$ cat config.mk
export PLATFORM = sky130hd
export DESIGN_NAME = button_gesture_detector_flat
export DESIGN_NICKNAME = d
export VERILOG_FILES = /design/src/bgd_pkg.sv /design/src/bgd_if.sv /design/src/bgd_state_mem.sv /design/src/bgd_walker.sv /design/src/bgd_emitter.sv /design/src/button_gesture_detector.sv /design/src/flat_wrapper.sv
export SDC_FILE = /design/constraint.sdc
export NUM_CORES = 2
export LEC_CHECK = 0
export CORE_UTILIZATION = 64
export CTS_CLUSTER_SIZE = 30
export DETAILED_ROUTE_END_ITERATION = 10
export DONT_BUFFER_PORTS = 1
export MAX_ROUTING_LAYER = met4
export PLACE_DENSITY = 0.88
export RECOVER_POWER = 100
export SLEW_MARGIN = 20
export SYNTH_ARGS = -nofsm -noshare
export SYNTH_HDL_FRONTEND = slang
export SYNTH_HIERARCHICAL = 1
export SYNTH_SLANG_ARGS = --single-unit
$ cat constraint.sdc
create_clock -name clk -period 22.3 [get_ports clk]
set_input_delay 1.115 -clock clk [delete_from_list [all_inputs] [get_ports clk]]
set_output_delay 1.115 -clock clk [all_outputs]
set_load 0.03 [all_outputs]
$ cat src/bgd_pkg.sv
// ----------------------------------------------------------------------------
// bgd_pkg: shared types and constants of the button gesture detector
// Timing constants, register indexes, event codes, reset values, the register file type and the handoff type.
// ----------------------------------------------------------------------------
package bgd_pkg;

  localparam int NUM_BUTTONS_DEF = 4;
  localparam int TIME_BITS_DEF   = 48;
  // Buttons that the register file and the level input can describe.
  localparam int HW_BUTTONS      = 4;

  localparam int unsigned DEBOUNCE_US       = 20000;
  localparam int unsigned DOUBLE_US         = 400000;
  localparam int unsigned CLICK_QUIET_US    = 350000;
  localparam int unsigned US_PER_MS         = 1000;
  localparam int unsigned DEFAULT_REPEAT_MS = 120;

  // Width of a 16-bit millisecond value scaled to microseconds.
  localparam int US_W = 26;

  localparam int CFG_IDX_W  = 3;
  localparam int CFG_DATA_W = 16;

  localparam logic [CFG_IDX_W-1:0] REG_BUTTON_COUNT = 3'd0;
  localparam logic [CFG_IDX_W-1:0] REG_LOW_MASK     = 3'd1;
  localparam logic [CFG_IDX_W-1:0] REG_HOLD_0       = 3'd2;
  localparam logic [CFG_IDX_W-1:0] REG_HOLD_1       = 3'd3;
  localparam logic [CFG_IDX_W-1:0] REG_HOLD_2       = 3'd4;
  localparam logic [CFG_IDX_W-1:0] REG_HOLD_3       = 3'd5;
  localparam logic [CFG_IDX_W-1:0] REG_REPEAT       = 3'd6;

  localparam logic [1:0] EV_CLICK  = 2'd0;
  localparam logic [1:0] EV_DOUBLE = 2'd1;
  localparam logic [1:0] EV_LONG   = 2'd2;
  localparam logic [1:0] EV_REPEAT = 2'd3;

  localparam logic [2:0]  RST_BUTTON_COUNT = 3'd4;
  localparam logic [3:0]  RST_LOW_MASK     = 4'hF;
  localparam logic [15:0] RST_HOLD_SHORT   = 16'd450;
  localparam logic [15:0] RST_HOLD_LONG    = 16'd3000;
  localparam logic [15:0] RST_REPEAT       = 16'd120;

  typedef struct packed {
    logic [2:0]                   button_count;
    logic [HW_BUTTONS-1:0]        low_mask;
    logic [HW_BUTTONS-1:0][15:0]  long_hold;
    logic [15:0]                  period_ms;
  } cfg_t;

  // Events of one finished poll, passed from the walker to the emitter.
  typedef struct packed {
    logic                        valid;
    logic [HW_BUTTONS-1:0]       mask;
    logic [HW_BUTTONS-1:0][1:0]  kinds;
  } handoff_t;

endpackage

$ cat src/bgd_if.sv
// ----------------------------------------------------------------------------
// bgd_if: channel interfaces of the button gesture detector
// Poll input, event output and register write channels.
// ----------------------------------------------------------------------------
interface bgd_poll_if #(
  parameter int TIME_BITS = bgd_pkg::TIME_BITS_DEF
);
  logic                 valid;
  logic                 ready;
  logic [3:0]           button_levels;
  logic [TIME_BITS-1:0] now_us;

  modport source (output valid, output button_levels, output now_us, input ready);
  modport sink   (input valid, input button_levels, input now_us, output ready);
endinterface

interface bgd_event_if;
  logic       valid;
  logic       ready;
  logic [1:0] button_index;
  logic [1:0] event_kind;
  logic       last_event;

  modport source (output valid, output button_index, output event_kind,
                  output last_event, input ready);
  modport sink   (input valid, input button_index, input event_kind,
                  input last_event, output ready);
endinterface

interface bgd_cfg_if;
  logic                            valid;
  logic                            ready;
  logic [bgd_pkg::CFG_IDX_W-1:0]   index;
  logic [bgd_pkg::CFG_DATA_W-1:0]  data;

  modport source (output valid, output index, output data, input ready);
  modport sink   (input valid, input index, input data, output ready);
endinterface

$ cat src/bgd_state_mem.sv
// ----------------------------------------------------------------------------
// bgd_state_mem: per-button state memory
// One write and one read port, registered read data. Entries read as zero
// until their first write.
// ----------------------------------------------------------------------------
module bgd_state_mem #(
  parameter int DEPTH  = 4,
  parameter int IDX_W  = 2,
  parameter int DATA_W = 197
) (
  input  logic              clk,
  input  logic              rst,
  input  logic              rd_en,
  input  logic [IDX_W-1:0]  rd_addr,
  output logic [DATA_W-1:0] rd_data,
  input  logic              wr_en,
  input  logic [IDX_W-1:0]  wr_addr,
  input  logic [DATA_W-1:0] wr_data
);

  logic [DATA_W-1:0] mem [DEPTH];
  logic [DEPTH-1:0]  written;
  logic [DATA_W-1:0] rd_q;
  logic              rd_vld;

  always_ff @(posedge clk) begin
    if (wr_en) begin
      mem[wr_addr] <= wr_data;
    end
    if (rd_en) begin
      rd_q <= mem[rd_addr];
    end
  end

  always_ff @(posedge clk) begin
    if (rst) begin
      written <= '0;
      rd_vld  <= 1'b0;
    end else begin
      if (wr_en) begin
        written[wr_addr] <= 1'b1;
      end
      if (rd_en) begin
        rd_vld <= written[rd_addr];
      end
    end
  end

  assign rd_data = rd_vld ? rd_q : '0;

endmodule

$ cat src/bgd_walker.sv
// ----------------------------------------------------------------------------
// bgd_walker: per-poll walk over the buttons
// Three-stage read, elapsed-time and update pipeline over the state memory,
// one button entering per cycle. Events are collected per button.
// ----------------------------------------------------------------------------
module bgd_walker #(
  parameter int NUM_BUTTONS = bgd_pkg::NUM_BUTTONS_DEF,
  parameter int TIME_BITS   = bgd_pkg::TIME_BITS_DEF
) (
  input  logic              clk,
  input  logic              rst,
  bgd_poll_if.sink          poll,
  input  bgd_pkg::cfg_t     cfg,
  input  logic              emit_free,
  output bgd_pkg::handoff_t handoff
);

  localparam int LIMIT = (NUM_BUTTONS < bgd_pkg::HW_BUTTONS) ? NUM_BUTTONS
                                                               : bgd_pkg::HW_BUTTONS;
  localparam int IDX_W = (LIMIT > 1) ? $clog2(LIMIT) : 1;
  localparam int ENT_W = 4 * TIME_BITS + 5;
  localparam logic [2:0] LIMIT3 = 3'(LIMIT);
  localparam int US_W = bgd_pkg::US_W;

  typedef struct packed {
    logic [TIME_BITS-1:0] change_time;
    logic [TIME_BITS-1:0] click_time;
    logic [TIME_BITS-1:0] repeat_time;
    logic [TIME_BITS-1:0] press_start;
    logic [1:0]           clicks;
    logic                 long_done;
    logic                 press_active;
    logic                 down;
  } entry_t;

  typedef enum logic [2:0] {
    ST_IDLE = 3'b001,
    ST_RUN  = 3'b010,
    ST_HAND = 3'b100
  } state_t;

  state_t               state;
  logic [3:0]           levels_r;
  logic [TIME_BITS-1:0] now_r;
  logic [2:0]           cnt_r;
  logic [2:0]           rd_cnt;
  logic                 rd_go;

  logic                 s1_v;
  logic [IDX_W-1:0]     s1_idx;
  entry_t               rd_ent;
  logic [ENT_W-1:0]     rd_data;
  logic [1:0]           s1_sel;
  logic [15:0]          rep_ms;

  logic                 s2_v;
  logic [IDX_W-1:0]     s2_idx;
  entry_t               s2_ent;
  logic                 s2_down;
  logic [TIME_BITS-1:0] s2_e_chg;
  logic [TIME_BITS-1:0] s2_e_clk;
  logic [TIME_BITS-1:0] s2_e_prs;
  logic [TIME_BITS-1:0] s2_e_rep;
  logic [US_W-1:0]      s2_hold_us;
  logic [US_W-1:0]      s2_rep_us;

  entry_t               nxt;
  logic                 trans;
  logic                 skip;
  logic                 press_new;
  logic                 click_new;
  logic [2:0]           clicks3;
  logic [TIME_BITS-1:0] held;
  logic [TIME_BITS-1:0] clk_el;
  logic [TIME_BITS-1:0] hold_ext;
  logic [TIME_BITS-1:0] rep_ext;
  logic                 fire;
  logic [1:0]           kind;
  logic                 wr_en;

  logic [bgd_pkg::HW_BUTTONS-1:0]      ev_mask;
  logic [bgd_pkg::HW_BUTTONS-1:0][1:0] ev_kind;

  assign poll.ready = (state == ST_IDLE);
  assign rd_go      = (state == ST_RUN) && (rd_cnt < cnt_r);

  bgd_state_mem #(
    .DEPTH  (LIMIT),
    .IDX_W  (IDX_W),
    .DATA_W (ENT_W)
  ) u_mem (
    .clk     (clk),
    .rst     (rst),
    .rd_en   (rd_go),
    .rd_addr (rd_cnt[IDX_W-1:0]),
    .rd_data (rd_data),
    .wr_en   (wr_en),
    .wr_addr (s2_idx),
    .wr_data (nxt)
  );

  assign rd_ent = entry_t'(rd_data);
  assign s1_sel = 2'(s1_idx);
  assign rep_ms = (cfg.period_ms == 16'd0) ? 16'(bgd_pkg::DEFAULT_REPEAT_MS)
                                           : cfg.period_ms;

  // Sequencer and read stage.
  always_ff @(posedge clk) begin
    if (rst) begin
      state <= ST_IDLE;
      s1_v  <= 1'b0;
      s2_v  <= 1'b0;
    end else begin
      s1_v <= rd_go;
      s2_v <= s1_v;
      case (state)
        ST_IDLE: begin
          if (poll.valid) begin
            state <= ST_RUN;
          end
        end
        ST_RUN: begin
          if (!rd_go && !s1_v && !s2_v) begin
            state <= ST_HAND;
          end
        end
        ST_HAND: begin
          if (emit_free) begin
            state <= ST_IDLE;
          end
        end
        default: state <= ST_IDLE;
      endcase
    end
  end

  always_ff @(posedge clk) begin
    if (poll.valid && poll.ready) begin
      levels_r <= poll.button_levels;
      now_r    <= poll.now_us;
      cnt_r    <= (cfg.button_count > LIMIT3) ? LIMIT3 : cfg.button_count;
      rd_cnt   <= 3'd0;
    end else if (rd_go) begin
      rd_cnt <= rd_cnt + 3'd1;
    end
    s1_idx <= rd_cnt[IDX_W-1:0];
  end

  // Elapsed-time stage: all differences against the stored times.
  always_ff @(posedge clk) begin
    s2_idx     <= s1_idx;
    s2_ent     <= rd_ent;
    s2_down    <= levels_r[s1_sel] ^ cfg.low_mask[s1_sel];
    s2_e_chg   <= now_r - rd_ent.change_time;
    s2_e_clk   <= now_r - rd_ent.click_time;
    s2_e_prs   <= now_r - rd_ent.press_start;
    s2_e_rep   <= now_r - rd_ent.repeat_time;
    s2_hold_us <= US_W'(cfg.long_hold[s1_sel]) * US_W'(bgd_pkg::US_PER_MS);
    s2_rep_us  <= US_W'(rep_ms) * US_W'(bgd_pkg::US_PER_MS);
  end

  assign hold_ext = TIME_BITS'(s2_hold_us);
  assign rep_ext  = TIME_BITS'(s2_rep_us);

  // Update stage: debounce, press and release handling, event choice.
  always_comb begin
    nxt       = s2_ent;
    fire      = 1'b0;
    kind      = bgd_pkg::EV_CLICK;
    press_new = 1'b0;
    click_new = 1'b0;
    clicks3   = 3'd1;
    trans     = (s2_down != s2_ent.down);
    skip      = trans && (s2_e_chg < TIME_BITS'(bgd_pkg::DEBOUNCE_US));

    if (trans && !skip) begin
      nxt.change_time = now_r;
      nxt.down        = s2_down;
      if (s2_down) begin
        press_new        = 1'b1;
        nxt.press_active = 1'b1;
        nxt.long_done    = 1'b0;
        nxt.press_start  = now_r;
        nxt.repeat_time  = '0;
      end else if (s2_ent.press_active) begin
        nxt.press_active = 1'b0;
        if (s2_ent.long_done) begin
          nxt.long_done = 1'b0;
          nxt.clicks    = 2'd0;
        end else begin
          if (s2_ent.clicks != 2'd0 && s2_e_clk < TIME_BITS'(bgd_pkg::DOUBLE_US)) begin
            clicks3 = {1'b0, s2_ent.clicks} + 3'd1;
          end
          click_new      = 1'b1;
          nxt.click_time = now_r;
          if (clicks3 >= 3'd2) begin
            fire       = 1'b1;
            kind       = bgd_pkg::EV_DOUBLE;
            nxt.clicks = 2'd0;
          end else begin
            nxt.clicks = clicks3[1:0];
          end
        end
      end
    end

    // A press taken in this poll has been held for no time at all.
    held = press_new ? '0 : s2_e_prs;
    if (nxt.press_active && nxt.down) begin
      if (!nxt.long_done && held >= hold_ext) begin
        nxt.long_done   = 1'b1;
        nxt.repeat_time = now_r;
        fire            = 1'b1;
        kind            = bgd_pkg::EV_LONG;
      end else if (nxt.long_done && s2_e_rep >= rep_ext) begin
        nxt.repeat_time = now_r;
        fire            = 1'b1;
        kind            = bgd_pkg::EV_REPEAT;
      end
    end

    clk_el = click_new ? '0 : s2_e_clk;
    if (!nxt.press_active && nxt.clicks == 2'd1 &&
        clk_el > TIME_BITS'(bgd_pkg::CLICK_QUIET_US)) begin
      fire       = 1'b1;
      kind       = bgd_pkg::EV_CLICK;
      nxt.clicks = 2'd0;
    end

    // A button still bouncing is left untouched for this poll.
    if (skip) begin
      fire = 1'b0;
    end
  end

  assign wr_en = s2_v && !skip;

  always_ff @(posedge clk) begin
    if (rst) begin
      ev_mask <= '0;
    end else if (poll.valid && poll.ready) begin
      ev_mask <= '0;
    end else if (s2_v && fire) begin
      ev_mask[2'(s2_idx)] <= 1'b1;
    end
  end

  always_ff @(posedge clk) begin
    if (s2_v && fire) begin
      ev_kind[2'(s2_idx)] <= kind;
    end
  end

  assign handoff.valid = (state == ST_HAND) && emit_free;
  assign handoff.mask  = ev_mask;
  assign handoff.kinds = ev_kind;

endmodule

$ cat src/bgd_emitter.sv
// ----------------------------------------------------------------------------
// bgd_emitter: event output queue
// Holds the events of one poll and sends them in button order through an
// output register, marking the last one.
// ----------------------------------------------------------------------------
module bgd_emitter (
  input  logic              clk,
  input  logic              rst,
  input  bgd_pkg::handoff_t handoff,
  output logic              emit_free,
  bgd_event_if.source       evt
);

  localparam int HW = bgd_pkg::HW_BUTTONS;

  logic [HW-1:0]      mask;
  logic [HW-1:0]      mask_next;
  logic [HW-1:0][1:0] kinds;
  logic [HW-1:0]      sel;
  logic [HW-1:0]      rest;
  logic [1:0]         k;
  logic               take;
  logic               out_valid;
  logic [1:0]         out_index;
  logic [1:0]         out_kind;
  logic               out_last;

  assign emit_free = (mask == '0);
  assign take      = !out_valid || evt.ready;

  // Lowest pending button goes first.
  assign sel  = mask & (~mask + HW'(1));
  assign rest = mask & ~sel;

  always_comb begin
    k = 2'd0;
    for (int i = 0; i < HW; i++) begin
      if (sel[i]) begin
        k = 2'(i);
      end
    end
  end

  always_comb begin
    mask_next = mask;
    if (handoff.valid) begin
      mask_next = handoff.mask;
    end else if (take && mask != '0) begin
      mask_next = rest;
    end
  end

  always_ff @(posedge clk) begin
    if (rst) begin
      mask      <= '0;
      out_valid <= 1'b0;
    end else begin
      mask <= mask_next;
      if (take) begin
        out_valid <= (mask != '0);
      end
    end
  end

  always_ff @(posedge clk) begin
    if (handoff.valid) begin
      kinds <= handoff.kinds;
    end
    if (take && mask != '0) begin
      out_index <= k;
      out_kind  <= kinds[k];
      out_last  <= (rest == '0);
    end
  end

  assign evt.valid        = out_valid;
  assign evt.button_index = out_index;
  assign evt.event_kind   = out_kind;
  assign evt.last_event   = out_last;

endmodule

$ cat src/button_gesture_detector.sv
// ----------------------------------------------------------------------------
// button_gesture_detector: click, double click and long-press detector
// Debounces up to four buttons per poll and reports one gesture event per
// button at most, in button order.
//
//   channel | direction | moves
//   --------+-----------+----------------------------------------------
//   poll    | in        | one item: button levels and microsecond time
//   evt     | out       | one item per event: button, kind, last flag
//   cfg     | in        | register writes, always ready
//
// A poll takes the enabled buttons one per cycle through a three-stage
// read, elapsed-time and update pipeline on the state memory; the next
// poll is accepted after the walk, with a wait while the previous poll's
// events are still queued. Events leave at one per cycle unless stalled.
// Reset is synchronous; button state reads as released and zero afterwards.
// A stalled output holds its item; a poll may be walked meanwhile, but waits to hand off.
// ----------------------------------------------------------------------------
module button_gesture_detector #(
  parameter int NUM_BUTTONS = bgd_pkg::NUM_BUTTONS_DEF,
  parameter int TIME_BITS   = bgd_pkg::TIME_BITS_DEF
) (
  input  logic        clk,
  input  logic        rst,
  bgd_poll_if.sink    poll,
  bgd_event_if.source evt,
  bgd_cfg_if.sink     cfg
);

  bgd_pkg::cfg_t     regs;
  bgd_pkg::handoff_t handoff;
  logic              emit_free;

  assign cfg.ready = 1'b1;

  always_ff @(posedge clk) begin
    if (rst) begin
      regs.button_count <= bgd_pkg::RST_BUTTON_COUNT;
      regs.low_mask     <= bgd_pkg::RST_LOW_MASK;
      regs.long_hold[0] <= bgd_pkg::RST_HOLD_SHORT;
      regs.long_hold[1] <= bgd_pkg::RST_HOLD_SHORT;
      regs.long_hold[2] <= bgd_pkg::RST_HOLD_SHORT;
      regs.long_hold[3] <= bgd_pkg::RST_HOLD_LONG;
      regs.period_ms    <= bgd_pkg::RST_REPEAT;
    end else if (cfg.valid && cfg.ready) begin
      case (cfg.index)
        bgd_pkg::REG_BUTTON_COUNT: regs.button_count <= cfg.data[2:0];
        bgd_pkg::REG_LOW_MASK:     regs.low_mask     <= cfg.data[3:0];
        bgd_pkg::REG_HOLD_0:       regs.long_hold[0] <= cfg.data;
        bgd_pkg::REG_HOLD_1:       regs.long_hold[1] <= cfg.data;
        bgd_pkg::REG_HOLD_2:       regs.long_hold[2] <= cfg.data;
        bgd_pkg::REG_HOLD_3:       regs.long_hold[3] <= cfg.data;
        bgd_pkg::REG_REPEAT:       regs.period_ms    <= cfg.data;
        default: ;
      endcase
    end
  end

  bgd_walker #(
    .NUM_BUTTONS (NUM_BUTTONS),
    .TIME_BITS   (TIME_BITS)
  ) u_walker (
    .clk       (clk),
    .rst       (rst),
    .poll      (poll),
    .cfg       (regs),
    .emit_free (emit_free),
    .handoff   (handoff)
  );

  bgd_emitter u_emitter (
    .clk       (clk),
    .rst       (rst),
    .handoff   (handoff),
    .emit_free (emit_free),
    .evt       (evt)
  );

endmodule
$ cat src/flat_wrapper.sv
// flat-port wrapper written by rule: the top's interface ports become plain ports
module button_gesture_detector_flat 
#(
  parameter int NUM_BUTTONS = bgd_pkg::NUM_BUTTONS_DEF,
  parameter int TIME_BITS   = bgd_pkg::TIME_BITS_DEF
)
  (clk, rst, poll_valid, poll_button_levels, poll_now_us, poll_ready, evt_valid, evt_button_index, evt_event_kind, evt_last_event, evt_ready, cfg_valid, cfg_index, cfg_data, cfg_ready);
  bgd_poll_if #(.TIME_BITS(TIME_BITS)) poll_i ();
  bgd_event_if evt_i ();
  bgd_cfg_if cfg_i ();
  input  logic clk;
  input  logic rst;
  input wire logic [$bits(poll_i.valid)-1:0] poll_valid;
  input wire logic [$bits(poll_i.button_levels)-1:0] poll_button_levels;
  input wire logic [$bits(poll_i.now_us)-1:0] poll_now_us;
  output wire logic [$bits(poll_i.ready)-1:0] poll_ready;
  output wire logic [$bits(evt_i.valid)-1:0] evt_valid;
  output wire logic [$bits(evt_i.button_index)-1:0] evt_button_index;
  output wire logic [$bits(evt_i.event_kind)-1:0] evt_event_kind;
  output wire logic [$bits(evt_i.last_event)-1:0] evt_last_event;
  input wire logic [$bits(evt_i.ready)-1:0] evt_ready;
  input wire logic [$bits(cfg_i.valid)-1:0] cfg_valid;
  input wire logic [$bits(cfg_i.index)-1:0] cfg_index;
  input wire logic [$bits(cfg_i.data)-1:0] cfg_data;
  output wire logic [$bits(cfg_i.ready)-1:0] cfg_ready;
  assign poll_i.valid = poll_valid;
  assign poll_i.button_levels = poll_button_levels;
  assign poll_i.now_us = poll_now_us;
  assign poll_ready = poll_i.ready;
  assign evt_valid = evt_i.valid;
  assign evt_button_index = evt_i.button_index;
  assign evt_event_kind = evt_i.event_kind;
  assign evt_last_event = evt_i.last_event;
  assign evt_i.ready = evt_ready;
  assign cfg_i.valid = cfg_valid;
  assign cfg_i.index = cfg_index;
  assign cfg_i.data = cfg_data;
  assign cfg_ready = cfg_i.ready;
  button_gesture_detector #(.NUM_BUTTONS(NUM_BUTTONS), .TIME_BITS(TIME_BITS)) u_core (.clk(clk), .rst(rst), .poll(poll_i), .evt(evt_i), .cfg(cfg_i));
endmodule
* Yosys cells after proc, flatten, opt, wreduce, memory -nomap -nowiden *
Memories as Yosys holds them, arrays and structs flattened. A register that Yosys moved wholly into a read port is not among the register bits.
Cells that the tools add are included.

storage, ports and cells
  input port bits = 76
  output and inout port bits = 8
  RAM bits = 788
  memories = 1
  logic and storage cells = 208
  register bits after elaboration = 625

memory list
  memory                     words  width  rd ports  clocked after Yosys merged registers in  wr ports  line                 source
  u_core.u_walker.u_mem.mem  4      197    1         1                                        1         bgd_state_mem.sv:21  logic [DATA_W-1:0] mem [DEPTH];

cells by class
  bitwise logic cells = 7
  reductions and logical operators = 41
  multiply operators = 2
  add/sub/neg operators = 7
  mux-type cells = 76
  eq/ne operators = 14
  order comparisons = 13

operators with widths
  operator               number
  $mux 197               2
  $mux 48                8
  $sub 48x48->48         4
  $ge 48x26->1           2
  $mux 96                1
  $gt 48x19->1 const B   1
  $lt 48x15->1 const B   1
  $lt 48x19->1 const B   1
  $mul 16x7->23 const B  2
  $bmux 16 s2            1
  $mux 16                2
  $mux 1                 30
  $mux 2                 13
  $mux 3                 8
  $logic_and 1x1->1      17
  $logic_not 16->1       1
  $reduce_and 2->1       7
  $eq 3x3->1 const B     4
  $lt 2x3->1 const B     4
  $mux 4                 3
  $eq 3x2->1 const B     3
  $pmux 3 s3             1
  $and 4x4->4            2
  $bwmux 8               1
  other kinds (27)       41

* Depth between registers and ports, before layout *
  word-level depth = 20
  depth in mapped cells = 23
  gate-level depth less buffers = 22

* Modules after synthesis *
Netlist, hierarchy kept.

modules (own cells, without submodules)
  module                   cells each  area each (µm²)  times used  seq. area each (µm²)
  bgd_state_mem            1466        35855.6          1           29678.5
  bgd_walker               3291        31421.4          1           10840.4
  button_gesture_detector  328         3543.4           1           1741.7
  bgd_emitter              47          691.9            1           490.5

* Worst setup path before layout *
Ideal clock, no wire load.

  path type = flip-flop to flip-flop
  start = register u_core.u_walker.s2_e_chg[9]
  end = memory u_core.u_walker.u_mem.mem[0][0], enable pin
  arrival = 15.215 ns
  setup slack = 6.046 ns
  library setup time = 1.039 ns
  path buffers = 0
  clock period less this slack = 16.254 ns
  data required time = 21.261 ns
  stages on the path, launching flop included = 7
  cells stage by stage = dfxtp_1 nand3_1 nor2_1 o31ai_2 nand2_2 o21a_1 nor3b_1

on the way
  cells in the longest elaborated chain, start to end = 6

RTL lines
  element                       line                 source
  start: declaration            bgd_walker.sv:60     logic [TIME_BITS-1:0] s2_e_chg;
  start signal: assignment      bgd_walker.sv:154    s2_e_chg <= now_r - rd_ent.change_time;
  $lt 48x15->1                  bgd_walker.sv:174    skip = trans && (s2_e_chg < TIME_BITS'(bgd_pkg::DEBOUNCE_US));
  $logic_and 1x1->1             bgd_walker.sv:174
  $logic_not 1->1               bgd_walker.sv:236    assign wr_en = s2_v && !skip;
  $logic_and 1x1->1             bgd_walker.sv:236
  net u_core.u_walker.wr_en     bgd_walker.sv:79     logic wr_en;
  $mux 1                        bgd_state_mem.sv:27  if (wr_en) begin
  $mux 1 (not written as such)  bgd_state_mem.sv:28  mem[wr_addr] <= wr_data;
  end: declaration              bgd_state_mem.sv:21

The timed path passes the listed nets, and every way through them passes these cells.

==> results by group <==
Critical path
  – CP max FO: 91
  – CP max stage delay: 2.74 ns
  – Worst path most repeated cell: a21o_1
  – CP max stage cell: clkbuf_1
  – Startpoint types: flip-flop
  – Crit path arrival time: 13.19 ns
  – CP cell instances: nor4_1, nand4_1, nor3_1, nand2_1, nand3b_1, clkbuf_1, and2_1, ha_1, a21o_1, a21o_1, a21oi_1, o21ai_0, a21o_1, a221oi_1, o211ai_1, nor2_1, a211oi_1, clkbuf_1, mux2i_1
  – Worst endpoint required time: 22.65 ns
  – Buf/Inv on CP: 2
  – Crit. End Element: flip-flop
  – Worst path top cell family by delay: simple AND/OR/NAND/NOR gates
  – Worst Path Class, Setup: flip-flop to flip-flop

Logic synthesis
  – Yosys cell types: 107
  – Post-synthesis register bit count: 1605
  – EDFF count, synth: 1061
  – Synth Cell Area: 0.07151 mm2
  – Syn_area_per_cell: 13.93 um2
  – Syn_nets: 5665
  – Most common flop cell mapped by yosys: edfxtp_1
  – Cell count after synthesis: 5132
  – Syn. warnings: 6
  – Register area share after synthesis: 0.5978
  – Async set-or-reset flop fraction in the synthesized netlist: 0

CTS
  – CTS root buf: clkbuf_16
  – Total CTS buffers: 158
  – CTS Buffer Depth: 3
  – CTS HTree Levels: 4
  – Post-CTS Setup Bufs: 0
  – Clock Latency Late Sink: 0.80 ns
  – Hold_buf cts: 0
  – CTS resizes: 0
  – TritonCTS clock tree: yes
  – Clock Pin Slew Worst Setup and Hold Paths: 0.06 ns
  – Clk sink count: 1605

Place
  – Placer Congestion: 0.9353
  – Number of I/O port buffers: 0
  – Setup WS pre-CTS: 15.56 ns
  – DPL Wire Length: 103.9 mm
  – Placed cells: 6499

STA
  – Final period util: 0.5758
  – Slew headroom: -5.034
  – WHS: 0.4104 ns
  – Pins Over Slew Limit: 1923
  – RSZ-0062 raised after global routing: false
  – Tmin final: 12.84 ns
  – Setup TNS: 0 ns
  – Finish-stage setup viols: 0
  – Worst Max-Slew Pin Slew: 9.051 ns
  – Clock Skew: 0.04280 ns
  – Hold Fails Final Rpt: 0
  – Worst Setup Slack, final: 9.460 ns
  – Max Clk Rate: 77.88 MHz

Floorplan
  – IO Pins: 84
  – Die area: 0.1131 mm2
  – FP Rows: 122
  – Core Area: 0.1107 mm2
  – Initial core utilization: 0.6462
  – Die Y: 336.3 um
  – Die width: 336.3 um

Drt
  – TritonRoute pass-1 iters: 6
  – Post-route ant nets: 0
  – Via-to-Cell Ratio: 6.253
  – Wire per inst: 24.35 um
  – DR vias: 42530
  – Initial DRC Count: 4489
  – Remaining DRCs: 0
  – WL final: 165.6 mm

Global routing
  – First-pass GRT wire length: 254.7 mm
  – Gr ovfl total: 0
  – Total GRT Usage: 0.3065
  – Initial antenna violation count: 5
  – Largest net degree at the start of global routing: 136
  – Vias in the first global route: 43690

Hold path
  – HP Class: input port to flip-flop

Pwr
  – Power per cell area: 87.02 mW/mm2
  – Peak supply drop: 0.00007490 V
  – Total power after layout: 6774 uW
  – Leakage power: 0.02871 uW

Final layout
  – Final instance count without filler cells: 6802
  – P&R area growth vs syn: 8.843%
  – Share of cells above drive strength 1: 0.09267
  – Final #Nets: 5704

Run
  – Max_cap viols: 36

Status
  – Outcome: finished with violations
  – Failing checks: capacitance limit, slew limit
## logic make-up (layout without fill, tap and decap cells)
group           count (synthesis)  count (layout)  synth area share
compound gates                723             723           0.06729
xor+xnor                      200             200           0.02449
fa+ha+maj                     457             457           0.09130
buf+inv                       596             773           0.03461
flops                        1605            1605            0.5978
mux                           454             454            0.1030
other cells                     1               6        0.00005244
simple gates                 1096            1096           0.08141
## final cells by class
cell class | instances | area (um2)
inverters | 442 | 1662
flip-flops and latches | 1605 | 42750
well taps | 1488 | 1862
diodes | 5 | 12.51
multi-input cells | 2931 | 26120
repair buffers | 33 | 138.9
clock buffers | 223 | 4611
clock inverters | 75 | 678.2
fillers | 6778 | 32830
## report_power, final
| part | internal (uW) | switching [uW] | leakage [uW] |
|---|---|---|---|
| sequential | 3290 | 70.9 | 0.0144 |
| clock | 1540 | 1140 | 0.00259 |
| combinational | 307 | 430 | 0.0117 |
| total | 5130 | 1640 | 0.0287 |
## routing by layer
metal	wire length [um]	share of wire	GRT usage
met5	0	0	-
met4	6349	0.038	0.1248
met3	14880	0.090	0.05525
met2	77950	0.47	0.4721
met1	66440	0.40	0.4054
## stage by stage
step | area, um2 | utilization
5_1_grt | 77840 | 0.7033
2_1_floorplan | 71510 | -
3_5_place_dp | 72920 | 0.6589
4_1_cts | 78210 | 0.7067
6_report | 77840 | 0.7033
3_3_place_gp | 72920 | 0.6589
## worst register-to-register path: stages, from the launching register on
cell and delay [ns]:
dfxtp_1 0.30, nor4_1 0.52, nand4_1 0.16, nor3_1 0.72, nand2_1 0.41, nand3b_1 2.51
clkbuf_1 2.75, and2_1 0.42, ha_1 0.17, a21o_1 0.11, a21o_1 0.11, a21oi_1 0.07
o21ai_0 0.20, a21o_1 0.14, a221oi_1 0.08, o211ai_1 0.40, nor2_1 0.18, a211oi_1 0.53
clkbuf_1 2.01, mux2i_1 0.60
## cells in the mapped netlist (63+ instances only)
cell	instances	share of area
edfxtp_1	1061	0.45
dfxtp_1	544	0.15
inv_1	440	0.023
ha_1	349	0.061
and2_1	238	0.021
nand2_1	219	0.011
mux4_2	216	0.068
nor2_1	205	0.011
a21oi_1	204	0.014
mux2i_1	141	0.020
xnor2_1	137	0.017
a21o_1	117	0.012
o21ai_0	117	0.0082
fa_1	108	0.030
nand2b_1	100	0.0087
mux2_2	96	0.015
clkbuf_1	73	0.0038
xor2_1	63	0.0077
## placed cells by master (no fill, tap or decap), drive strengths merged, types with 205 or more instances in the layout
master / count
ha: 349
mux4: 216
dfxtp: 544
inv: 448
and2: 239
nor2: 205
a21oi: 206
clkbuf: 252
edfxtp: 1061
nand2: 220
## worst paths after layout
check                               startpoint                                to  slack (ns)  cells past startpoint
setup / recovery  u_core/u_walker/s2_e_chg[22]  u_core/u_walker/u_mem/mem[0][95]        9.46                     19
hold / removal                 poll_now_us[37]         u_core/u_walker/now_r[37]        0.41                      0
setup reg to reg  u_core/u_walker/s2_e_chg[22]  u_core/u_walker/u_mem/mem[0][95]        9.46                     19
hold reg to reg     u_core/u_walker/handoff[7]         u_core/u_emitter/kinds[7]        0.42                      0
## state kept, by name (all words and copies together), names as in the netlist, 23 cells and up
| name | count |
|---|---|
| u_core/u_walker/s2_rep_us | 23 |
| u_core/u_walker/u_mem/mem | 788 |
| u_core/u_walker/s2_e_clk | 48 |
| u_core/u_walker/s2_hold_us | 23 |
| u_core/u_walker/s2_e_rep | 48 |
| u_core/u_walker/s2_ent | 197 |
| u_core/regs | 87 |
| u_core/u_walker/s2_e_prs | 48 |
| u_core/u_walker/u_mem/rd_q | 197 |
| u_core/u_walker/s2_e_chg | 43 |
| u_core/u_walker/now_r | 48 |
No activity file was read; power rests on OpenSTA's default activity.
